==> src/hw/rtl/lkvc_pkg.sv <==
`timescale 1ns / 1ps
`default_nettype none

package lkvc_pkg;

  // field widths fixed by the interface
  localparam int KEY_W   = 32;
  localparam int VALUE_W = 32;
  localparam int CAP_W   = 5;

  // capacity register reset value
  localparam logic [CAP_W-1:0] CAP_RESET = 5'd16;

  // operation codes
  localparam logic OP_GET = 1'b0;
  localparam logic OP_PUT = 1'b1;

  // data returned by a get miss
  localparam logic [VALUE_W-1:0] MISS_DATA = 32'hFFFF_FFFF;

  // commands from controller to datapath
  typedef struct packed {
    logic capture;  // take an input word and run the key and lru compares
    logic commit;   // apply the update and load the result register
  } lkvc_cmd_t;

endpackage

`default_nettype wire

==> src/hw/rtl/lru_key_value_cache.sv <==
// sequencing: an input word is captured with its compare results, then the rank
//   and store update commits and loads the result register; the next input word
//   is taken only after that update, which the next word's compare depends on;
//   a stalled result word holds off the next input word
// reset: valid bits, recency ranks and occupancy clear at once, capacity
//   returns to 16; key and value stores are not cleared and need no pass
`timescale 1ns / 1ps
`default_nettype none

module lru_key_value_cache #(
  parameter int MAX_ENTRIES = 16
) (
  input  wire logic                                 clk_i,
  input  wire logic                                 rst_ni,
  input  wire logic                                 in_valid_i,
  output logic                                      in_stall_o,
  input  wire logic                                 op_i,
  input  wire logic signed [lkvc_pkg::KEY_W-1:0]    key_i,
  input  wire logic signed [lkvc_pkg::VALUE_W-1:0]  value_i,
  output logic                                      out_valid_o,
  input  wire logic                                 out_stall_i,
  output logic                                      hit_o,
  output logic signed [lkvc_pkg::VALUE_W-1:0]       data_o,
  output logic                                      evicted_o,
  input  wire logic                                 cfg_we_i,
  input  wire logic [lkvc_pkg::CAP_W-1:0]           cfg_wdata_i
);
  import lkvc_pkg::*;

  lkvc_cmd_t cmd;

  // handshake and sequencing
  lkvc_ctrl u_ctrl (
    .clk_i       (clk_i),
    .rst_ni      (rst_ni),
    .in_valid_i  (in_valid_i),
    .in_stall_o  (in_stall_o),
    .out_valid_o (out_valid_o),
    .out_stall_i (out_stall_i),
    .cmd_o       (cmd)
  );

  // entry storage, compare and update
  lkvc_datapath #(
    .MAX_ENTRIES (MAX_ENTRIES)
  ) u_datapath (
    .clk_i       (clk_i),
    .rst_ni      (rst_ni),
    .cmd_i       (cmd),
    .cfg_we_i    (cfg_we_i),
    .cfg_wdata_i (cfg_wdata_i),
    .op_i        (op_i),
    .key_i       (key_i),
    .value_i     (value_i),
    .hit_o       (hit_o),
    .data_o      (data_o),
    .evicted_o   (evicted_o)
  );

endmodule

`default_nettype wire

==> src/hw/rtl/lkvc_ctrl.sv <==
`timescale 1ns / 1ps
`default_nettype none

module lkvc_ctrl (
  input  wire logic              clk_i,
  input  wire logic              rst_ni,
  input  wire logic              in_valid_i,
  output logic                   in_stall_o,
  output logic                   out_valid_o,
  input  wire logic              out_stall_i,
  output lkvc_pkg::lkvc_cmd_t    cmd_o
);
  import lkvc_pkg::*;

  typedef enum logic {
    ST_IDLE,
    ST_UPDATE
  } state_e;

  state_e state_q;
  logic   stall_q;
  logic   out_valid_q;

  // command decode
  always_comb begin
    cmd_o.capture = (state_q == ST_IDLE) && in_valid_i;
    cmd_o.commit  = (state_q == ST_UPDATE) && !(out_valid_q && out_stall_i);
  end

  assign in_stall_o  = stall_q;
  assign out_valid_o = out_valid_q;

  // state and registered handshake outputs
  always_ff @(posedge clk_i or negedge rst_ni) begin
    if (!rst_ni) begin
      state_q     <= ST_IDLE;
      stall_q     <= 1'b0;
      out_valid_q <= 1'b0;
    end else begin
      case (state_q)
        ST_IDLE: begin
          if (cmd_o.capture) begin
            state_q <= ST_UPDATE;
            stall_q <= 1'b1;
          end
        end
        ST_UPDATE: begin
          if (cmd_o.commit) begin
            state_q <= ST_IDLE;
            stall_q <= 1'b0;
          end
        end
        default: begin
          state_q <= ST_IDLE;
          stall_q <= 1'b0;
        end
      endcase
      if (cmd_o.commit) begin
        out_valid_q <= 1'b1;
      end else if (!out_stall_i) begin
        out_valid_q <= 1'b0;
      end
    end
  end

endmodule

`default_nettype wire

==> src/hw/rtl/lkvc_datapath.sv <==
`timescale 1ns / 1ps
`default_nettype none

module lkvc_datapath #(
  parameter int MAX_ENTRIES = 16
) (
  input  wire logic                                 clk_i,
  input  wire logic                                 rst_ni,
  input  wire lkvc_pkg::lkvc_cmd_t                  cmd_i,
  input  wire logic                                 cfg_we_i,
  input  wire logic [lkvc_pkg::CAP_W-1:0]           cfg_wdata_i,
  input  wire logic                                 op_i,
  input  wire logic signed [lkvc_pkg::KEY_W-1:0]    key_i,
  input  wire logic signed [lkvc_pkg::VALUE_W-1:0]  value_i,
  output logic                                      hit_o,
  output logic signed [lkvc_pkg::VALUE_W-1:0]       data_o,
  output logic                                      evicted_o
);
  import lkvc_pkg::*;

  localparam int N  = MAX_ENTRIES;
  localparam int RW = (N > 1) ? $clog2(N) : 1;
  localparam int OW = $clog2(N + 1);
  localparam int CW = (OW > CAP_W) ? OW : CAP_W;
  localparam logic [CW-1:0] MaxCw = CW'(N);

  // entry state
  logic [KEY_W-1:0]   key_mem [N];
  logic [VALUE_W-1:0] val_mem [N];
  logic [N-1:0]       valid_q;
  logic [RW-1:0]      rank_q [N];
  logic [OW-1:0]      occ_q;
  logic [CAP_W-1:0]   cap_q;

  // item held between compare and update
  logic               p_op_q;
  logic [KEY_W-1:0]   p_key_q;
  logic [VALUE_W-1:0] p_val_q;
  logic [N-1:0]       p_match_q;
  logic [N-1:0]       p_lru_q;
  logic [RW-1:0]      p_free_q;
  logic               p_evict_q;

  // result register
  logic               hit_q;
  logic [VALUE_W-1:0] data_q;
  logic               evicted_q;

  // compare stage signals
  logic [CW-1:0]      cap_ext;
  logic [CW-1:0]      eff_cap;
  logic [RW-1:0]      occ_m1;
  logic [N-1:0]       match_vec;
  logic [N-1:0]       lru_vec;
  logic [RW-1:0]      free_idx;
  logic               evict_need;

  // update stage signals
  logic               hit;
  logic               is_put;
  logic               insert;
  logic               do_promote;
  logic [N-1:0]       sel_vec;
  logic [RW-1:0]      slot;
  logic [RW-1:0]      slot_rank;
  logic [N-1:0]       age_vec;

  // effective capacity, clamped to 1..N
  always_comb begin
    cap_ext = CW'(cap_q);
    if (cap_q == '0) begin
      eff_cap = CW'(1);
    end else if (cap_ext > MaxCw) begin
      eff_cap = MaxCw;
    end else begin
      eff_cap = cap_ext;
    end
  end

  // least recent entry always holds rank occupancy-1
  assign occ_m1     = RW'(occ_q - OW'(1));
  assign evict_need = (CW'(occ_q) >= eff_cap);

  // parallel key and rank compare
  always_comb begin
    for (int i = 0; i < N; i++) begin
      match_vec[i] = valid_q[i] && (key_mem[i] == key_i);
      lru_vec[i]   = valid_q[i] && (rank_q[i] == occ_m1);
    end
  end

  // lowest free slot
  always_comb begin
    free_idx = '0;
    for (int i = N - 1; i >= 0; i--) begin
      if (!valid_q[i]) begin
        free_idx = RW'(i);
      end
    end
  end

  // capture input word and compare results
  always_ff @(posedge clk_i) begin
    if (cmd_i.capture) begin
      p_op_q    <= op_i;
      p_key_q   <= key_i;
      p_val_q   <= value_i;
      p_match_q <= match_vec;
      p_lru_q   <= lru_vec;
      p_free_q  <= free_idx;
      p_evict_q <= evict_need;
    end
  end

  // slot selection for the update
  always_comb begin
    hit        = |p_match_q;
    is_put     = (p_op_q == OP_PUT);
    insert     = is_put && !hit && !p_evict_q;
    do_promote = hit || is_put;
    sel_vec    = hit ? p_match_q : p_lru_q;
    slot       = '0;
    if (insert) begin
      slot = p_free_q;
    end else begin
      for (int i = 0; i < N; i++) begin
        if (sel_vec[i]) begin
          slot = slot | RW'(i);
        end
      end
    end
  end

  assign slot_rank = rank_q[slot];

  // entries that age by one step
  always_comb begin
    for (int i = 0; i < N; i++) begin
      age_vec[i] = valid_q[i] && (RW'(i) != slot) && (insert || (rank_q[i] < slot_rank));
    end
  end

  // control state: capacity, valid bits, ranks, occupancy
  always_ff @(posedge clk_i or negedge rst_ni) begin
    if (!rst_ni) begin
      cap_q   <= CAP_RESET;
      valid_q <= '0;
      occ_q   <= '0;
      for (int i = 0; i < N; i++) begin
        rank_q[i] <= '0;
      end
    end else begin
      if (cfg_we_i) begin
        cap_q <= cfg_wdata_i;
      end
      if (cmd_i.commit) begin
        if (do_promote) begin
          for (int i = 0; i < N; i++) begin
            if (RW'(i) == slot) begin
              rank_q[i] <= '0;
            end else if (age_vec[i]) begin
              rank_q[i] <= rank_q[i] + RW'(1);
            end
          end
        end
        if (insert) begin
          valid_q[slot] <= 1'b1;
          occ_q         <= occ_q + OW'(1);
        end
      end
    end
  end

  // key array, compared in parallel
  always_ff @(posedge clk_i) begin
    if (cmd_i.commit && is_put && !hit) begin
      key_mem[slot] <= p_key_q;
    end
  end

  // value memory with registered read into the result word
  always_ff @(posedge clk_i) begin
    if (cmd_i.commit) begin
      if (is_put) begin
        val_mem[slot] <= p_val_q;
      end
      hit_q     <= hit;
      evicted_q <= is_put && !hit && p_evict_q;
      if (is_put) begin
        data_q <= '0;
      end else if (hit) begin
        data_q <= val_mem[slot];
      end else begin
        data_q <= MISS_DATA;
      end
    end
  end

  assign hit_o     = hit_q;
  assign data_o    = data_q;
  assign evicted_o = evicted_q;

endmodule

`default_nettype wire

==> config.mk <==
export PLATFORM = sky130hd
export DESIGN_NAME = lru_key_value_cache
export DESIGN_NICKNAME = d
export VERILOG_FILES = /design/src/hw/rtl/lkvc_pkg.sv /design/src/hw/rtl/lru_key_value_cache.sv /design/src/hw/rtl/lkvc_ctrl.sv /design/src/hw/rtl/lkvc_datapath.sv
export SDC_FILE = /design/constraint.sdc
export NUM_CORES = 2
export LEC_CHECK = 0
export ABC_AREA = 0
export BUFFER_PORTS_ARGS = -buffer_cell sky130_fd_sc_hd__buf_2
export CELL_PAD_IN_SITES_DETAIL_PLACEMENT = 1
export CELL_PAD_IN_SITES_GLOBAL_PLACEMENT = 1
export CORE_MARGIN = 2
export CORE_UTILIZATION = 30
export CTS_BUF_LIST = sky130_fd_sc_hd__clkbuf_16
export CTS_CLUSTER_DIAMETER = 60
export DETAILED_ROUTE_END_ITERATION = 8
export PLACE_DENSITY_LB_ADDON = 0.25
export SYNTH_ARGS = -nofsm -noshare
export SYNTH_HDL_FRONTEND = slang
export SYNTH_SLANG_ARGS = --single-unit
==> constraint.sdc <==
create_clock -name clk_i -period 7 [get_ports clk_i]
set_input_delay 0.35 -clock clk_i [delete_from_list [all_inputs] [get_ports clk_i]]
set_output_delay 0.35 -clock clk_i [all_outputs]
set_load 0.01 [all_outputs]
==> flow_summary.yaml <==
detailed_routing:
  vias_per_cell: 5.07
  route.detailed.drc: 0
  num_vias: 31500
  first_iter_violations: 2323
  drt-total-wl_microns: 170000
  wl_per_cell_microns: 27.4
  first_pass_iters: 5
  detail-route-antenna-nets: 0
global_route:
  grt_max_degree: 68
  grt_overflow: 0
  grt_pass1_wl_microns: 242000
  grt_pass1_vias: 32500
  grt_use_total_pct: 18.8
  antenna_found_initial: 4
outcome:
  status: "complete, no violations"
placement:
  dp_hpwl_microns: 99800
  place.gp.congestion: 0.787
  post-place-ws_ps: 1130
  port_buffers: 110
cts:
  clk_path_buf_depth: 3
  clockRootBuffer: "clkbuf_16"
  clock_latency_ps: 810
  cts_buffers: 151
  numClockSinks: 1252
  cts_setup_buffers: 0
  cts_tree: "done"
  clkTransAtPathRegs_ps: 60
  htreeDepth: 4
floorplanning:
  coreArea_sq_um: 176000
  floorplan.initialDensity_pct: 30.1
  row_count: 154
  die_area_sq_um: 180000
  pin_count: 111
  die_h_microns: 424
  fp.dieW_microns: 424
critical_path:
  startpoint: "u_datapath.p_match_q[6]"
  reg2regPathDepth: 15
  critPathCapture: "u_datapath.rank_q[7]"
  rr_endpoint: "u_datapath.rank_q[7]"
  cp.required_ps: 7710
  start_kind: "register"
  r2r_setup_slack_ps: 1070
  critPathArrivalTime_ps: 6640
  cp_max_fo: 46
  critPathKind: "register to register"
  timing.rr.start: "u_datapath.p_match_q[6]"
  endpoint_kind: "register"
worst_hold_path:
  min_path_type: "input pin to asynchronous set/reset pin"
sta:
  rsz0062_at_grt: "no"
  finalCritPeriodShare_pct: 84.7
  finalMaxSlewViolations: 0
  fmax_mhz: 169
  period_minus_slack_ps: 5930
  hold_violations: 0
  setup_ws_ps: 1070
  maxSlewHeadroom_pct: 5.22
  finClkSkew_ps: 41.8
  setup_viol: 0
  tns_ps: 0
  worstMarginPinSlew_ps: 1420
synth:
  avgSynthCellArea_sq_um: 15.0
  syn_inst: 3522
  ys_seq_area_share_pct: 70.2
  syn-cell-area_sq_um: 52900
  synthArstFlopShare_pct: 7.43
  ys_types: 67
  synth_nets: 3668
  synth_edf_count: 1159
  ys_warn_count: 0
  synth_top_flop_cell: "edfxtp_1"
  ys_seq_elements: 1252
pwr:
  p_per_area_nw_per_um2: 272
  irDropWorstVdd_mv: 0.250
  p_leak_nw: 20.2
layout:
  drive_gt1_share_pct: 14.3
  area_growth_pct: 16.9
  layout_commonest_cell: "edfxtp_1"
  final_cell_mix: "edfxtp_1 (1159), xnor2_1 (451), nand2_1 (371), clkbuf_16 (153), xor2_1 (124)"
  final_core_util_pct: 35.2
  nNetsFinal: 3889
flow_run:
  drv_cap: 0
==> worst max-delay path, stage by stage, from the launching register on <==
cell,delay [ps]
edfxtp_1,410
nor3_1,410
and4_1,310
nand2b_2,450
o32a_2,850
buf_4,400
nand2_1,140
a311oi_1,90
a21oi_1,150
a21o_1,820
ha_1,410
a211o_1,300
nor4_1,190
o31ai_1,200
or4_1,570
nand3_1,100
==> state kept, by name, summed over array words and instances, names as in the netlist, 4 cells and up <==
name / cells
u_datapath.key_mem: 512
u_datapath.p_free_q: 4
u_datapath.val_mem: 512
u_datapath.cap_ext: 5
u_datapath.valid_q: 16
u_datapath.rank_q: 64
u_datapath.data_o: 32
u_datapath.p_val_q: 32
u_datapath.p_key_q: 32
u_datapath.p_lru_q: 15
u_datapath.occ_q: 5
u_datapath.p_match_q: 16
==> synthesized netlist by cell type (all sizes together), types with 61 or more instances <==
library cell	number	area (sq um)
mux4	65	1460
nand4	117	732
nand2	372	1400
and3	71	444
nor2	61	229
ha	71	888
xnor2	452	3960
edfxtp	1159	34800
o21ai	85	433
clkbuf	157	589
nor4	72	546
xor2	125	1090
dfrtp	92	2300
nand3	89	445
==> metal layers <==
metal / part of all wire (%) / global-route usage, %
met1: 45 / 25.6
met2: 48 / 31.1
met3: 3.8 / 2.43
met4: 2.7 / 5.81
met5: 0.0071 / 0
==> power breakdown <==
part           internal (mW)  switching [mW]  total [mW]
Clock                   4.07            3.23        7.30
Combinational          0.315           0.596       0.911
Sequential              8.36           0.256        8.62
==> through the flow <==
stage | hold WS [ps] | power (mW) | instance area [sq um] | std cells
final | 138 | 16.8 | 61800 | 6205
after detailed placement | 430 | 9.67 | 56700 | 5881
after global placement | 433 | 9.65 | 56700 | 5881
after CTS | 97.1 | 17.0 | 61800 | 6204
after global routing | 122 | 17.4 | 61800 | 6204
after floorplan | 54.4 | 9.16 | 52900 | 3522
==> kinds of logic (layout without fill, tap and decap cells) <==
family / after synthesis / in the layout / synth area share, %
DFF: 1252 / 1252 / 70.2
and+or+nand+nor: 885 / 885 / 8.37
adders and majority gates: 71 / 71 / 1.68
AOI/OAI and AO/OA: 415 / 415 / 5.36
xor gates and xnor gates: 577 / 577 / 9.56
other: 0 / 1 / 0
buffers and inverters: 246 / 588 / 1.81
muxes: 76 / 76 / 2.99
==> area by class of cell <==
class / count / area (sq um)
clock buffers: 153 / 3830
repair buffers: 254 / 1770
well taps: 2340 / 2930
clock inverters: 121 / 777
flip-flops and latches: 1252 / 37100
fillers: 18000 / 114000
diodes: 1 / 2.50
inverters: 60 / 230
multi-input cells: 2024 / 15100
==> worst min path at each step <==
stage / endpoint / startpoint
2_1_floorplan: u_ctrl.in_stall_o / rst_ni
3_3_place_gp: u_datapath.cap_ext[0] / rst_ni
3_5_place_dp: u_datapath.cap_ext[3] / rst_ni
4_1_cts: u_datapath.p_key_q[1] / key_i[1]
5_1_grt: u_datapath.p_key_q[29] / key_i[29]
6_report: u_datapath.cap_ext[3] / rst_ni
==> timing repair <==
item / 4_1_cts / 5_1_grt
gates resized for setup: 0 / 0
endpoints found under the hold margin: 81 / 0
setup endpoints to repair: 0 / 0
hold buffers: 49 / 0
Note: power is estimated with default switching activity, not from simulation.
